<file path="src/hw/rtl/tpd_pkg.sv">
`timescale 1ns / 1ps
// Shared types, codes and helpers for the two-phase task dispatcher.
// No dependencies; every other file of the block imports this package.
package tpd_pkg;

    localparam int MAX_TASKS = 64;
    localparam int IDX_W     = $clog2(MAX_TASKS);
    localparam int CNT_W     = IDX_W + 1;
    localparam int ADDR_W    = IDX_W + 1;
    localparam int TIME_W    = 32;
    localparam int DEPTH     = 2 * MAX_TASKS;

    typedef logic [IDX_W-1:0]  t_idx;
    typedef logic [CNT_W-1:0]  t_count;
    typedef logic [ADDR_W-1:0] t_addr;
    typedef logic [TIME_W-1:0] t_time;
    typedef logic [1:0]        t_code;

    // request types
    localparam t_code REQ_ASK  = 2'd0;
    localparam t_code REQ_ACK  = 2'd1;
    localparam t_code REQ_DONE = 2'd2;

    // result codes
    localparam t_code RES_OK   = 2'd0;
    localparam t_code RES_NONE = 2'd1;
    localparam t_code RES_BUSY = 2'd2;
    localparam t_code RES_BAD  = 2'd3;

    // task status
    localparam t_code ST_UNSTARTED = 2'd0;
    localparam t_code ST_PENDING   = 2'd1;
    localparam t_code ST_FINISHED  = 2'd2;

    // configuration register indexes
    localparam logic [1:0] REG_MAP_CNT  = 2'd0;
    localparam logic [1:0] REG_RED_CNT  = 2'd1;
    localparam logic [1:0] REG_PARTS    = 2'd2;
    localparam logic [1:0] REG_TIMEOUT  = 2'd3;

    typedef struct packed {
        t_code status;
        t_time start;
    } t_entry;

    typedef struct packed {
        logic   we;
        t_addr  addr;
        t_entry data;
    } t_mem_wr;

    typedef struct packed {
        t_code req;
        logic  kind;
        t_idx  idx;
        t_time now;
    } t_request;

    typedef struct packed {
        t_code  code;
        logic   kind;
        t_idx   idx;
        t_count parts;
        logic   all_done;
    } t_result;

    // a count of zero acts as one, anything above the table size as the table size
    function automatic t_count clamp_count(input t_count c);
        t_count r;
        if (c == '0) begin
            r = t_count'(1);
        end else if (c > t_count'(MAX_TASKS)) begin
            r = t_count'(MAX_TASKS);
        end else begin
            r = c;
        end
        return r;
    endfunction

endpackage

</file>
<file path="src/hw/rtl/tpd_task_ram.sv">
`timescale 1ns / 1ps
// Task table memory: map entries in the lower half, reduce entries in the upper.
// One write and one registered read per cycle; per-entry valid bits give reset.
// Depends on tpd_pkg.
module tpd_task_ram (
    input  logic            i_clk,
    input  logic            i_rst_n,
    input  tpd_pkg::t_addr  i_rd_addr,
    output tpd_pkg::t_entry o_rd_data,
    input  tpd_pkg::t_mem_wr i_wr
);
    import tpd_pkg::*;

    t_entry             mem [DEPTH];
    logic [DEPTH-1:0]   r_vld;
    t_entry             r_rd;
    logic               r_rd_vld;

    always_ff @(posedge i_clk) begin
        if (i_wr.we) begin
            mem[i_wr.addr] <= i_wr.data;
        end
        r_rd <= mem[i_rd_addr];
    end

    always_ff @(posedge i_clk) begin
        if (!i_rst_n) begin
            r_vld    <= '0;
            r_rd_vld <= 1'b0;
        end else begin
            if (i_wr.we) begin
                r_vld[i_wr.addr] <= 1'b1;
            end
            r_rd_vld <= r_vld[i_rd_addr];
        end
    end

    // an entry never written reads as unstarted with a zero start time
    assign o_rd_data = r_rd_vld ? r_rd : t_entry'{status: ST_UNSTARTED, start: '0};

endmodule

</file>
<file path="config.mk">
export PLATFORM = sky130hd
export DESIGN_NAME = tpd_task_ram
export DESIGN_NICKNAME = d
export VERILOG_FILES = /design/src/hw/rtl/tpd_pkg.sv /design/src/hw/rtl/tpd_task_ram.sv
export SDC_FILE = /design/constraint.sdc
export NUM_CORES = 2
export LEC_CHECK = 0
export BUFFER_PORTS_ARGS = -buffer_cell sky130_fd_sc_hd__buf_2
export CAP_MARGIN = 20
export CORE_ASPECT_RATIO = 1.75
export CORE_MARGIN = 2
export CORE_UTILIZATION = 66
export CTS_BUF_LIST = sky130_fd_sc_hd__clkbuf_4 sky130_fd_sc_hd__clkbuf_8
export CTS_CLUSTER_SIZE = 40
export DETAILED_ROUTE_END_ITERATION = 7
export HOLD_SLACK_MARGIN = 0.08
export PLACE_DENSITY = 0.78
export SKIP_LAST_GASP = 1
export SYNTH_ARGS = -nofsm -noshare
export SYNTH_HDL_FRONTEND = slang
export SYNTH_MEMORY_MAX_BITS = 65536
export SYNTH_SLANG_ARGS = --single-unit
</file>
<file path="constraint.sdc">
create_clock -name i_clk -period 4.67 [get_ports i_clk]
set_input_delay 1.401 -clock i_clk [delete_from_list [all_inputs] [get_ports i_clk]]
set_output_delay 1.401 -clock i_clk [all_outputs]
set_load 0.01 [all_outputs]
</file>
After elaboration in Yosys (flattened, before gate mapping)
Memories as Yosys holds them, arrays and structs flattened. A register that Yosys moved wholly into a read port is not among the register bits.
Cells that the tools add are included.
- magnitude comparators: 3
- muxes and demuxes: 7
- bitwise operators: 1
- reduce and logical (&&, ||, !) cells: 1
- operator list (operator ; number):
    $or 128x128->128 ; 1
    $mux 34 ; 1
    $lt 7x8->1 const B ; 2
    $bmux 1 s7 ; 1
    $demux 1 s7 ; 1
    $ge 7x1->1 const B ; 1
    $mux 1 ; 4
    $logic_and 1x1->1 ; 1
- flip-flop bits (word level): 129
- RAM bits: 4352
- bits of input ports: 51
- output and inout bits: 34
- word-level logic and storage cells: 15
- memories kept: 1
- memories (name ; words ; width ; rd ports ; clocked after Yosys merged registers in ; write ports ; line ; RTL):
    mem ; 128 ; 34 ; 1 ; 1 ; 1 ; tpd_task_ram.sv:14 ; t_entry mem [DEPTH];

Depth between registers and ports, before layout
- word-level depth: 5
- gate-level depth with buffers: 13
- mapped depth without buffers: 6

Worst setup path before layout
No wires, ideal clock.
- kind: input-to-reg
- start point: input port i_wr[35] (netlist bit)
- end point: memory mem[108][0] (netlist bit) (enable)
- setup time: 427 ps
- data arrival time: 3766 ps
- required time: 4243 ps
- setup slack: 477 ps
- cell stages on the path: 5
- buffers on the path: 1
- cell sequence: or3b_2 > inv_1 > nand2_1 > clkbuf_1 > nor2_1
- RTL lines (element ; line ; RTL):
    start: declaration ; tpd_task_ram.sv:10 ; input tpd_pkg::t_mem_wr i_wr
    end: declaration ; tpd_task_ram.sv:14 ;
No word-level cell before the write port.

==> results.md <==
| Metric | This run |
| --- | --- |
| Run status | completed |
| Largest incremental delay on the critical path | 1030 ps |
| Main combinational cell family by area after synthesis | multiplexers |
| Half-perimeter wire length after placement | 281000 µm |
| Most frequent cells after synthesis | edfxtp_1, mux4_2, mux2i_1 |
| Number of warnings printed during yosys synthesis | 0 |
| Fraction of the mapped netlist area in compound gates | 0.0295 |
| Endpoint required time on the critical path | 3270 ps |
| Fraction of synthesized area in multiplexers | 0.149 |
| Number of detailed-routing iterations run before antenna repair | 8 |
| Maximum number of pins on one net before global-route repair | 97 |
| Pint | 61.0 mW |
| Routed Wire Length | 472000 µm |
| Weighted congestion at the end of routability-driven global placement | 0.913 |
| Insertion delay to the later sink of the worst-skew pair | 1110 ps |
| Effective utilization at floorplan | 0.664 |
| Core footprint | 259000 µm² |
| Total number of clock tree sinks | 4515 |
| Number of nets in the layout | 9047 |
| Worst slew margin relative to its limit | 0.157 |
| Gate power share | 0.053 |
| Most instantiated flip-flop cell in the synthesis netlist | edfxtp_1 |
| Number of synthesized flops with an enable pin | 4352 |
| Maximum clock insertion buffer count | 4 |
| Global router's overall resource usage | 0.359 |
| Post-synthesis share of cell area spent on and, or, nand and nor gates | 0.0294 |
| Largest cells by area after synthesis | edfxtp_1, mux4_2, mux2i_1 |
| Mean post-synth cell area | 20.9 µm² |
| Non-filler instance count after layout | 12900 |
| I/O Buffers | 84 |
| Max-slew violation count | 0 |
| I/O pins | 85 |
| Minimum clock period after layout | 4240 ps |
| DIE HEIGHT | 679 µm |
| Post-layout worst setup margin | 433 ps |
| Relative contribution of the clock network to total power | 0.375 |
| Sequential power share | 0.572 |
| Transition time of the tightest slew-check pin | 1250 ps |
| Power after layout | 78.1 mW |
| Summed instance area of the synthesized netlist | 172000 µm² |
| Area share of xor/xnor cells in the synthesized design | 0 |
| Total CTS buffers | 597 |
| Data arrival at the endpoint of the critical path | 2840 ps |
| Period utilisation layout | 0.907 |
| Number of nets in the synthesized netlist | 8270 |
| Final sum of negative setup slack | 0 ps |
| Area growth from synthesis to layout | 12.6% |
| Post-CTS setup buffer count | 0 |
| Number of buffer and inverter instances along the worst setup path | 1 |
| Top cell type's share of synthesized area | 0.760 |
| Fraction of registers with async set or reset after synthesis | 0 |
| DIE AREA | 265000 µm² |
| Number of buffers inserted for hold repair after clock tree synthesis | 0 |
| Worst setup slack after placement | -294 ps |
| Final hold violation count | 0 |
| Total congestion overflow after global routing | 0 |
| Leakage | 62.7 nW |
| Chip Width | 390 µm |
| Critical path startpoint category | flop |
| Sw Pwr | 17.1 mW |
| Mean routed wirelength per cell | 36.6 µm |
| Setup Viol. Count Final | 0 |
| Number of antenna-violating nets in the routed design | 0 |
| Clk root buf | clkbuf_8 |
| Post-cts gate resize count | 0 |
| Std cell rows | 247 |
| DRC | 0 |
| Start point of the worst hold path | r_vld[18]$_SDFFE_PN0P_ |
| Critical path type | flop to output port |
| Global-route wire length before repair | 660000 µm |
| Total of flip-flops plus latches after synthesis | 4515 |
| Initial DRC count | 13400 |
| Sequential share of the synthesized area | 0.779 |
| TritonCTS clock tree | built |
| Most used standard cell by instance count after synthesis | edfxtp_1 |
| Standard cell with the maximum stage delay on the critical path | dfxtp_2 |
| Critical-path maximum fanout | 34 |
| Fraction of final layout cells sized beyond drive strength 1 | 0.279 |
| Peak supply drop | 0.403 mV |
| Class of the worst hold path | flop to flop |
| Worst-path clk slew | 70 ps |
| PD cells | 403 nW/µm² |
| Critical register-to-register path startpoint | mem[103][8]$_DFFE_PP_ |
| Via density per instance | 7.04 |
| Total number of H-tree levels | 6 |
| Setup repair after global routing missed its margin | false |
| Crit. End Element | output port |
| Dpl cells | 11800 |
| Series of cell instances along the critical path | and2_1 -> buf_2 |
| Cell type group with the largest total delay on the critical path | flip-flops |
| Peak Freq | 0.236 GHz |
| Max Clock Skew | 94.5 ps |
| Critical path startpoint | r_rd_vld$_SDFF_PN0_ |
| Post-Synthesis Cells | 8219 |
| Worst slack on hold paths | 463 ps |
| Switching power share of the total | 0.219 |
| DR vias | 90900 |
| Initial antenna violation count | 55 |
| Share of synthesized cell area in full adder, half adder and majority cells | 0 |
| Number of distinct library cells after synthesis | 43 |
| Max-cap viol count | 0 |
| Cell taking the most area after synthesis | edfxtp_1 |
| Number of filler cells placed in the layout | 13500 |
| Number of global-route vias before repair | 91900 |
==> registers in the layout, indices dropped and copies added (netlist names) <==
register,count
mem,4352
r_rd_vld,1
r_vld,128
r_rd,34
==> through the flow <==
step / utilization / area [µm²]
4_1_cts: 0.746 / 193000
2_1_floorplan: - / 172000
5_1_grt: 0.748 / 194000
3_5_place_dp: 0.701 / 182000
6_report: 0.748 / 194000
3_3_place_gp: 0.701 / 182000
==> cells by family after synthesis <==
logic type / Yosys count
and+or+nand+nor: 998
muxes: 1479
buffers and inverters: 495
AOI/OAI and AO/OA: 732
DFF: 4515
==> final timing paths <==
check,to,slack [ps],cells after the start
min reg2reg,r_vld[18]$_SDFFE_PN0P_,460,1
min,r_vld[18]$_SDFFE_PN0P_,460,1
max,o_rd_data[2],430,2
max reg2reg,r_rd[8]$_DFF_P_,1680,6
==> area by class of cell <==
cell class / count / area (µm²) / share of cell area
antenna: 101 / 253 / 0.00131
clock buffer: 795 / 9950 / 0.0514
clock inverter: 264 / 1740 / 0.00898
inverter: 3 / 12.5 / 0.0000646
multi-input combinational: 3209 / 36900 / 0.190
sequential: 4515 / 134000 / 0.692
tap: 3361 / 4210 / 0.0217
timing repair buffer: 670 / 6640 / 0.0343
==> metal layers <==
metal	vias up	GRT usage	routed length, µm
li1	35900	-	-
met1	46500	0.434	144000
met2	7017	0.574	231000
met3	1462	0.0740	55200
met4	14	0.272	41600
met5	-	0	76
==> power groups by stage <==
stage / registers (mW) / clock network (mW) / logic [mW]
3_5_place_dp: 45.6 / 0 / 4.04
4_1_cts: 44.7 / 29.4 / 4.05
3_3_place_gp: 45.5 / 0 / 3.93
2_1_floorplan: 45.5 / 0 / 2.00
5_1_grt: 44.7 / 30.9 / 4.25
6_report: 44.7 / 29.3 / 4.13
==> worst reg2reg max path, stage by stage (launching register included) <==
cell,delay [ps]
edfxtp_1,390
mux4_2,490
nand3_1,110
nand4_1,350
nor4_2,1010
buf_4,350
nand4bb_1,130
==> placed cells by master (no fill, tap or decap), types with 9 or more instances in the layout <==
| cell type | n |
|---|---|
| buf_2 | 45 |
| dfxtp_1 | 162 |
| clkinv_1 | 143 |
| a21oi_1 | 134 |
| nand4_1 | 79 |
| mux2_2 | 35 |
| nand2_1 | 252 |
| mux2i_1 | 578 |
| clkinvlp_4 | 20 |
| inv_6 | 9 |
| buf_12 | 128 |
| nand4bb_1 | 33 |
| o21ai_0 | 68 |
| nor2b_1 | 73 |
| mux4_2 | 866 |
| nor4_1 | 32 |
| and2_1 | 37 |
| diode_2 | 101 |
| nor2_4 | 132 |
| buf_4 | 486 |
| a22oi_1 | 324 |
| a32oi_1 | 34 |
| bufinv_16 | 19 |
| clkbuf_8 | 637 |
| o21a_1 | 128 |
| a221oi_1 | 33 |
| edfxtp_1 | 4352 |
| clkinv_2 | 69 |
| clkbuf_4 | 159 |
| nand3_1 | 320 |
Power figures use the tool's default switching activity.
