--- src/hw/rtl/tpd_pkg.sv ---
`timescale 1ns / 1ps
// Shared types, codes and helpers for the two-phase task dispatcher.
// No dependencies; every other file of the block imports this package.
package tpd_pkg;

    localparam int MAX_TASKS = 64;
    localparam int IDX_W     = $clog2(MAX_TASKS);
    localparam int CNT_W     = IDX_W + 1;
    localparam int ADDR_W    = IDX_W + 1;
    localparam int TIME_W    = 32;
    localparam int DEPTH     = 2 * MAX_TASKS;

    typedef logic [IDX_W-1:0]  t_idx;
    typedef logic [CNT_W-1:0]  t_count;
    typedef logic [ADDR_W-1:0] t_addr;
    typedef logic [TIME_W-1:0] t_time;
    typedef logic [1:0]        t_code;

    // request types
    localparam t_code REQ_ASK  = 2'd0;
    localparam t_code REQ_ACK  = 2'd1;
    localparam t_code REQ_DONE = 2'd2;

    // result codes
    localparam t_code RES_OK   = 2'd0;
    localparam t_code RES_NONE = 2'd1;
    localparam t_code RES_BUSY = 2'd2;
    localparam t_code RES_BAD  = 2'd3;

    // task status
    localparam t_code ST_UNSTARTED = 2'd0;
    localparam t_code ST_PENDING   = 2'd1;
    localparam t_code ST_FINISHED  = 2'd2;

    // configuration register indexes
    localparam logic [1:0] REG_MAP_CNT  = 2'd0;
    localparam logic [1:0] REG_RED_CNT  = 2'd1;
    localparam logic [1:0] REG_PARTS    = 2'd2;
    localparam logic [1:0] REG_TIMEOUT  = 2'd3;

    typedef struct packed {
        t_code status;
        t_time start;
    } t_entry;

    typedef struct packed {
        logic   we;
        t_addr  addr;
        t_entry data;
    } t_mem_wr;

    typedef struct packed {
        t_code req;
        logic  kind;
        t_idx  idx;
        t_time now;
    } t_request;

    typedef struct packed {
        t_code  code;
        logic   kind;
        t_idx   idx;
        t_count parts;
        logic   all_done;
    } t_result;

    // a count of zero acts as one, anything above the table size as the table size
    function automatic t_count clamp_count(input t_count c);
        t_count r;
        if (c == '0) begin
            r = t_count'(1);
        end else if (c > t_count'(MAX_TASKS)) begin
            r = t_count'(MAX_TASKS);
        end else begin
            r = c;
        end
        return r;
    endfunction

endpackage

--- src/hw/rtl/tpd_ctrl.sv ---
`timescale 1ns / 1ps
// Request sequencer: scans the task table one entry a cycle, read-modify-write.
// Holds the phase flag and the pending result. Depends on tpd_pkg.
module tpd_ctrl (
    input  logic              i_clk,
    input  logic              i_rst_n,
    input  logic              i_start,
    input  tpd_pkg::t_request i_req,
    input  tpd_pkg::t_count   i_map_cnt,
    input  tpd_pkg::t_count   i_red_cnt,
    input  tpd_pkg::t_count   i_parts,
    input  tpd_pkg::t_time    i_timeout,
    output logic              o_idle,
    output tpd_pkg::t_addr    o_rd_addr,
    input  tpd_pkg::t_entry   i_rd_data,
    output tpd_pkg::t_mem_wr  o_wr,
    output logic              o_res_vld,
    output tpd_pkg::t_result  o_res,
    input  logic              i_res_rdy
);
    import tpd_pkg::*;

    typedef enum logic [1:0] {S_IDLE, S_SCAN, S_RESP} t_state;

    t_state   r_state,   n_state;
    t_request r_req,     n_req;
    logic     r_tbl,     n_tbl;
    t_count   r_rd_idx,  n_rd_idx;
    logic     r_chk_vld, n_chk_vld;
    t_idx     r_chk_idx, n_chk_idx;
    t_count   r_lim,     n_lim;
    logic     r_any,     n_any;
    logic     r_all,     n_all;
    logic     r_phase,   n_phase;
    t_result  r_res,     n_res;

    t_count   ack_lim;
    logic     last;
    logic     all_now;
    t_time    age;

    always_comb begin
        n_state   = r_state;
        n_req     = r_req;
        n_tbl     = r_tbl;
        n_rd_idx  = r_rd_idx;
        n_chk_vld = 1'b0;
        n_chk_idx = r_chk_idx;
        n_lim     = r_lim;
        n_any     = r_any;
        n_all     = r_all;
        n_phase   = r_phase;
        n_res     = r_res;
        o_rd_addr = {r_tbl, r_rd_idx[IDX_W-1:0]};
        o_wr      = '0;
        ack_lim   = i_req.kind ? i_red_cnt : i_map_cnt;
        last      = ({1'b0, r_chk_idx} == (r_lim - t_count'(1)));
        all_now   = r_all && (i_rd_data.status == ST_FINISHED);
        age       = r_req.now - i_rd_data.start;

        unique case (r_state)
            S_IDLE: begin
                if (i_start) begin
                    n_req    = i_req;
                    n_res    = '0;
                    n_rd_idx = '0;
                    n_any    = 1'b0;
                    n_all    = 1'b1;
                    n_tbl    = 1'b0;
                    n_lim    = i_map_cnt;
                    priority case (i_req.req)
                        REQ_ASK: begin
                            n_tbl       = r_phase;
                            n_lim       = r_phase ? i_red_cnt : i_map_cnt;
                            n_res.kind  = r_phase;
                            n_res.parts = i_parts;
                            n_state     = S_SCAN;
                        end
                        REQ_ACK: begin
                            if ({1'b0, i_req.idx} >= ack_lim) begin
                                n_res.code = RES_BAD;
                                n_state    = S_RESP;
                            end else begin
                                o_wr.we          = 1'b1;
                                o_wr.addr        = {i_req.kind, i_req.idx};
                                o_wr.data.status = ST_FINISHED;
                                o_wr.data.start  = '0;
                                // a map ack checks the whole map table for the phase switch
                                n_state = i_req.kind ? S_RESP : S_SCAN;
                            end
                        end
                        REQ_DONE: begin
                            n_state = S_SCAN;
                        end
                        default: begin
                            n_state = S_RESP;
                        end
                    endcase
                end
            end

            S_SCAN: begin
                // issue the next read while the previous entry is checked
                if (r_rd_idx < r_lim) begin
                    n_rd_idx  = r_rd_idx + t_count'(1);
                    n_chk_vld = 1'b1;
                    n_chk_idx = r_rd_idx[IDX_W-1:0];
                end
                if (r_chk_vld) begin
                    priority case (r_req.req)
                        REQ_ASK: begin
                            if (i_rd_data.status == ST_UNSTARTED) begin
                                o_wr.we          = 1'b1;
                                o_wr.addr        = {r_tbl, r_chk_idx};
                                o_wr.data.status = ST_PENDING;
                                o_wr.data.start  = r_req.now;
                                n_res.code       = RES_OK;
                                n_res.idx        = r_chk_idx;
                                n_state          = S_RESP;
                            end else begin
                                n_any = r_any || (i_rd_data.status == ST_PENDING);
                                if (last) begin
                                    n_res.code = (r_phase && n_any) ? RES_BUSY : RES_NONE;
                                    n_state    = S_RESP;
                                end
                            end
                        end
                        REQ_ACK: begin
                            n_all = all_now;
                            if (last) begin
                                if (all_now) begin
                                    n_phase = 1'b1;
                                end
                                n_res.code = RES_OK;
                                n_state    = S_RESP;
                            end
                        end
                        default: begin
                            n_all = all_now;
                            if (i_rd_data.status == ST_PENDING && age >= i_timeout) begin
                                o_wr.we          = 1'b1;
                                o_wr.addr        = {r_tbl, r_chk_idx};
                                o_wr.data.status = ST_UNSTARTED;
                                o_wr.data.start  = i_rd_data.start;
                            end
                            if (last) begin
                                if (!r_tbl && all_now) begin
                                    // map all finished: advance to the reduce table
                                    n_tbl     = 1'b1;
                                    n_rd_idx  = '0;
                                    n_lim     = i_red_cnt;
                                    n_chk_vld = 1'b0;
                                end else begin
                                    n_res.all_done = all_now;
                                    n_state        = S_RESP;
                                end
                            end
                        end
                    endcase
                end
            end

            S_RESP: begin
                if (i_res_rdy) begin
                    n_state = S_IDLE;
                end
            end

            default: begin
                n_state = S_IDLE;
            end
        endcase
    end

    always_ff @(posedge i_clk) begin
        if (!i_rst_n) begin
            r_state   <= S_IDLE;
            r_chk_vld <= 1'b0;
            r_phase   <= 1'b0;
        end else begin
            r_state   <= n_state;
            r_chk_vld <= n_chk_vld;
            r_phase   <= n_phase;
        end
        r_req     <= n_req;
        r_tbl     <= n_tbl;
        r_rd_idx  <= n_rd_idx;
        r_chk_idx <= n_chk_idx;
        r_lim     <= n_lim;
        r_any     <= n_any;
        r_all     <= n_all;
        r_res     <= n_res;
    end

    assign o_idle    = (r_state == S_IDLE);
    assign o_res_vld = (r_state == S_RESP);
    assign o_res     = r_res;

    a_no_write_in_resp: assert property (@(posedge i_clk) disable iff (!i_rst_n)
        (r_state == S_RESP) |-> !o_wr.we)
        else $error("table written while a result waits");

    a_phase_sticky: assert property (@(posedge i_clk) disable iff (!i_rst_n)
        r_phase |=> r_phase)
        else $error("reduce phase left");

    a_scan_wr_addr: assert property (@(posedge i_clk) disable iff (!i_rst_n)
        (r_state == S_SCAN && o_wr.we) |-> (o_wr.addr == {r_tbl, r_chk_idx}))
        else $error("scan write-back to wrong entry");

    a_grant_in_range: assert property (@(posedge i_clk) disable iff (!i_rst_n)
        (r_state == S_RESP && r_req.req == REQ_ASK && r_res.code == RES_OK)
        |-> ({1'b0, r_res.idx} < r_lim))
        else $error("grant beyond task count");

    a_read_in_range: assert property (@(posedge i_clk) disable iff (!i_rst_n)
        r_chk_vld |-> ({1'b0, r_chk_idx} < r_lim))
        else $error("checked entry beyond task count");

endmodule

--- config.mk ---
export PLATFORM = sky130hd
export DESIGN_NAME = tpd_ctrl
export DESIGN_NICKNAME = d
export VERILOG_FILES = /design/src/hw/rtl/tpd_pkg.sv /design/src/hw/rtl/tpd_ctrl.sv
export SDC_FILE = /design/constraint.sdc
export NUM_CORES = 1
export LEC_CHECK = 0
export ABC_AREA = 1
export BUFFER_PORTS_ARGS = -buffer_cell sky130_fd_sc_hd__buf_2
export CORE_ASPECT_RATIO = 1.2
export CORE_UTILIZATION = 31
export DETAILED_ROUTE_END_ITERATION = 12
export GPL_ROUTABILITY_DRIVEN = 0
export PLACE_DENSITY_LB_ADDON = 0.08
export SLEW_MARGIN = 20
export SYNTH_ARGS = -nofsm -noshare
export SYNTH_HDL_FRONTEND = slang
export SYNTH_SLANG_ARGS = --single-unit
--- constraint.sdc ---
create_clock -name i_clk -period 4.55 [get_ports i_clk]
set_input_delay 0.455 -clock i_clk [delete_from_list [all_inputs] [get_ports i_clk]]
set_output_delay 0.455 -clock i_clk [all_outputs]
set_load 0.05 [all_outputs]
# [Yosys cells after proc, flatten, opt, wreduce, memory -nomap -nowiden]
# Index checks and enable logic that the tools add are counted.
[totals] register_bits=78 input_bits=132 ram_bits=0 n_memories=0 output_inout_bits=68 romBits=0 latch_bits=0
[classes] n_mul=0 shift=0 n_bitwise=0 n_reduce_logical=25 n_addsub=3 mux=77 div=0 order_cmp=3 eq_ne=24
[ops] cell="42-bit two-way mux" n=6
[ops] cell="42-bit case mux with 2 select lines" n=2
[ops] cell="7-bit two-way mux" n=15
[ops] cell="32-bit greater-or-equal comparator" n=1
[ops] cell="2-bit two-way mux" n=16
[ops] cell="32-bit subtractor" n=1
[ops] cell="7-bit case mux with 2 select lines" n=2
[ops] cell="1-bit two-way mux" n=22
[ops] cell="5-bit AND reduction" n=4
[ops] cell="6-bit two-way mux" n=3
[ops] cell="2-bit inequality test, second input constant" n=9
[ops] cell="6-bit AND reduction" n=3
[ops] cell="17-bit two-way mux" n=1
[ops] cell="2-bit case mux with 2 select lines" n=4
[ops] cell="6-bit case mux with 2 select lines" n=1
[ops] cell="2-bit by 1-bit equality test with 1-bit output, second input constant" n=4
[ops] cell="2-bit zero test" n=4
[ops] cell="4-bit by 2-bit inequality test with 1-bit output, second input constant" n=2
[ops] cell="1-bit case mux with 2 select lines" n=4
[ops] cell="2-bit AND reduction" n=4
[ops] cell="7-bit by 1-bit adder with 7-bit output, second input constant" n=1
[ops] cell="6-bit by 7-bit equality test with 1-bit output" n=1
[ops] cell="6-bit by 7-bit greater-or-equal comparator with 1-bit output" n=1
[ops] cell="7-bit < comparator" n=1
[ops] cell="13 further kinds" n=20

# [Longest topological paths before layout]
[logic_depth] word_depth=9 depth_mapped=25

# [Least setup slack after synthesis]
# OpenSTA, ideal clock, no wires.
[synth_timing] kind="in2out" from="in i_rd_data[0] in the netlist's numbering" to="out o_wr[29] in the netlist's numbering" path_slack_ps=71 n_path_buf=0 t_arrival_ps=4024 path_stages=21 t_required_ps=4095 cell_sequence="ha_1 > inv_1 > fa_1 > nand3_1 > nand2_1 > a21oi_2 > o21ai_2 > a21oi_2 > inv_1 > nand2_1 > nand2_1 > nand2_1 > nand2_1 > ha_1 > nand2_1 > nor4_2 > and3_1 > nand2_1 > nand2_2 > nand3_4 > o21ai_0"
[synth_rtl] item="start: declaration" line="tpd_ctrl.sv:15" source="input tpd_pkg::t_entry i_rd_data,"
[synth_rtl] item="end: declaration" line="tpd_ctrl.sv:16" source="output tpd_pkg::t_mem_wr o_wr,"

==> flow_summary.toml <==
[status]
outcome = "complete, no violations"

[synth]
synth_top_family_by_area = "simple AND/OR/NAND/NOR gates"
synth_adder_area_share_pct = 13.98
yosys-top-cells-area = "edfxtp_1, ha_1, nand2_1"
synth-edff-count = 74
synth_cell_types = 43
synth_simple_gate_area_share_pct = 23.85
synth_top_area_share_pct = 31.59
synth.area.mux_share_pct = 0
synth_ff_type = "edfxtp_1"
yosysWarnings = 0
ys_seq_area_share_pct = 32.73
async_flop_share_pct = 0
ys_ff_latch = 78
synth_xor_area_share_pct = 3.486
syn-cell-area_um2 = 7034
yosysTopAreaCell = "edfxtp_1"
synth_compound_area_share_pct = 14.82
syn-num-nets = 1155
netlist_instances = 945
syn-mean-instance-area_um2 = 7.444

[route]
wl_met2_um = 11700
num_vias = 6805
wl_met1_um = 8958
ant_nets = 0
drt_iter0_drc = 255
drc = 0
highest_layer = "met5"
wl_per_cell_um = 15.16
wl_met3_um = 1047
drt_pass1_iterations = 5
vias_per_cell = 4.671
routed_wl_um = 22090

[floorplanning]
row_count = 60
start_util_pct = 31.44
ioPinCount = 200
die_x_um = 139.5
core_area_um2 = 22370
die_h_um = 167.0
die-area_um2 = 23300

[worst_setup_path]
max_stage_delay_ns = 0.38
crit_arrival_ns = 4.03
rrSetupSlack_ns = 1.84
criticalPathCategory = "reg2out"
crit_family = "simple AND/OR/NAND/NOR gates"
crit_slowest_cell = "edfxtp_1"
path_cells = "inv_2 > ha_4 > inv_4 > fa_2 > nand3_2 > nand2_4 > a21oi_4 > o21ai_2 > buf_4 > nand4_1 > o211ai_1 > xor2_1 > ha_1 > nand2_2 > nor4_4 > and3_1 > nand2_1 > nand2_2 > nand3_4 > buf_6 > buf_12 > o21ai_2 > buf_6"
startpoint_type = "flop"
end_kind = "output port"
crit_buf_inv = 6
path_max_fanout = 8
worstPathRequired_ns = 4.09

[timing]
grt_setup_unrepaired = "yes"
setup_viol = 0
fin_ws_ns = 0.06502
finalMaxSlewViolations = 0
final.min_clock_period_ns = 4.485
fmax_mhz = 223.0
skew_ns = 0.007340
worst_pin_slew_ns = 0.9554
slew_headroom_pct = 35.88
period_share_pct = 98.57
hold_viol_final = 0
setup-tns-final_ns = 0

[grt]
grt_overflow_total = 0
antenna_found_initial = 6
track_usage_pct = 18.99
grt_pass1_vias = 6702
grt_max_degree = 42
grt_first_pass_wirelength_um = 34160

[hold_path]
min_path_type = "in2reg"

[pwr]
p_per_area_nw_per_um2 = 425.0
power.static_leakage_nw = 4.725
clkPwrFrac_pct = 17.5
total_power_mw = 4.032
p_sw_mw = 1.853
p_int_mw = 2.179
combinationalPowerShare_pct = 52.3
vdd_drop_max_mv = 0.3136
seq_power_share_pct = 30.2
p_sw_share_pct = 45.95

[clocking]
root_buffer = "clkbuf_16"
cts_tree = "yes"
clkLatencyLatePin_ns = 0.33
cts_buffer_depth = 2
cts.sink_count = 78
numCtsBuffers = 9
htree_num_levels = 3
cts.clk_slew.worst_paths_ns = 0.06

[finish]
fin_area_um2 = 9488
area_growth_pct = 34.88
num-fill-cells = 2335
seqCellArea_um2 = 2302
utilization_pct = 42.41
nNetsFinal = 1381
drive_above_1_share_pct = 29.34
multiInputGateArea_um2 = 4299

[place]
preCtsSetupSlack_ns = 0.009300
dp_hpwl_um = 18270
io_buffers = 199
dpl_cell_area_um2 = 8373

[run]
cap_violations = 0
-- kinds of logic (layout without fill, tap and decap cells) --
group / Yosys count / in the layout
AND/OR/NAND/NOR: 400 / 401
flip-flops: 78 / 78
buffers and inverters: 194 / 424
other: 0 / 2
adder cells (fa/ha/maj): 78 / 78
AO/OA/AOI/OAI: 167 / 167
XOR/XNOR: 28 / 28
-- layout by cell type, fill, tap and decap left out, drive strengths merged --
cell and n:
buf 228, nand2 227, inv 175, nor2 110, ha 77, edfxtp 74
o21ai 71, a21oi 68, nand3 33, xor2 20, nor3 14, clkbuf 13
nand4 9, xnor2 8, a21o 7, o211ai 5, a31oi 5, nor4 5
o21bai 4, dfxtp 4, clkinv 4, clkinvlp 3, diode 2, o21a 2
a21boi 2, o221ai 1, o311ai 1, and3 1, o22ai 1, or2 1
nor3b 1, fa 1, bufinv 1
-- cell usage after synthesis (3+ instances only) --
library cell and n:
buf_6 3, nand3_1 31, o21bai_1 4, a31oi_1 5, nor3_1 14, o21ai_1 4, nand2_2 5, dfxtp_1 4
xor2_1 20, inv_1 173, a21oi_1 63, a21o_1 7, o21ai_0 36, ha_1 77, buf_2 5, buf_4 7
nand4_1 8, inv_2 3, nor2_1 107, o21ai_2 31, nor2_4 3, nor4_1 3, a21oi_2 5, o211ai_1 5
xnor2_1 8, edfxtp_1 74, nand2_1 222
-- stage by stage --
| step | hold WS, ns | instances |
|---|---|---|
| after floorplan | 0.4734 | 945 |
| after global placement | 0.5422 | 1421 |
| after detailed placement | 0.5329 | 1421 |
| after CTS | 0.2792 | 1447 |
| after global routing | 0.2788 | 1456 |
| final | 0.2932 | 1457 |
-- power groups by stage --
stage	clock (mW)	combinational [mW]	sequential, mW
floorplan	0	1.35	1.31
global placement	0	2.00	1.22
detailed placement	0	2.00	1.22
CTS	0.731	2.04	1.21
global route	0.757	2.38	1.24
finish	0.708	2.11	1.22
-- sequential cells by signal, indices dropped and copies added, names as in the netlist --
signal	flops
r_rd_idx	7
r_chk_vld	1
r_state	2
r_tbl	1
o_res	17
r_chk_idx	6
r_lim	7
r_all	1
r_phase	1
r_req	34
r_any	1
-- path summary, 6_finish.rpt --
check             from         to  cells past startpoint
min          i_req[30]  r_req[30]                      1
min reg2reg    r_phase    r_phase                      2
max           r_req[0]   o_wr[30]                     23
max reg2reg   r_lim[0]   r_lim[2]                     12
-- layout make-up --
cell class              count  area share [%]
clock buffers              10           2.413
multi-input cells         674           45.31
inverters                 177           7.029
diodes                      2         0.05275
clock inverters             6          0.6594
repair buffers            231           16.59
flip-flops and latches     78           24.26
well taps                 279           3.679
-- what timing repair did --
item,4_1_cts,5_1_grt
hold buffers,0,0
gates cloned,2,0
endpoints found under the setup margin,40,40
gates resized for setup,88,88
buffers inserted,8,9
pin swaps,9,17
-- metal layers --
metal  vias to the layer above  track usage (%)
met3                        30            3.364
met5                         -                0
met2                       160            36.20
met4                         8            5.749
li1                       3546                -
met1                      3061            21.15
Power figures use the tool's default switching activity.
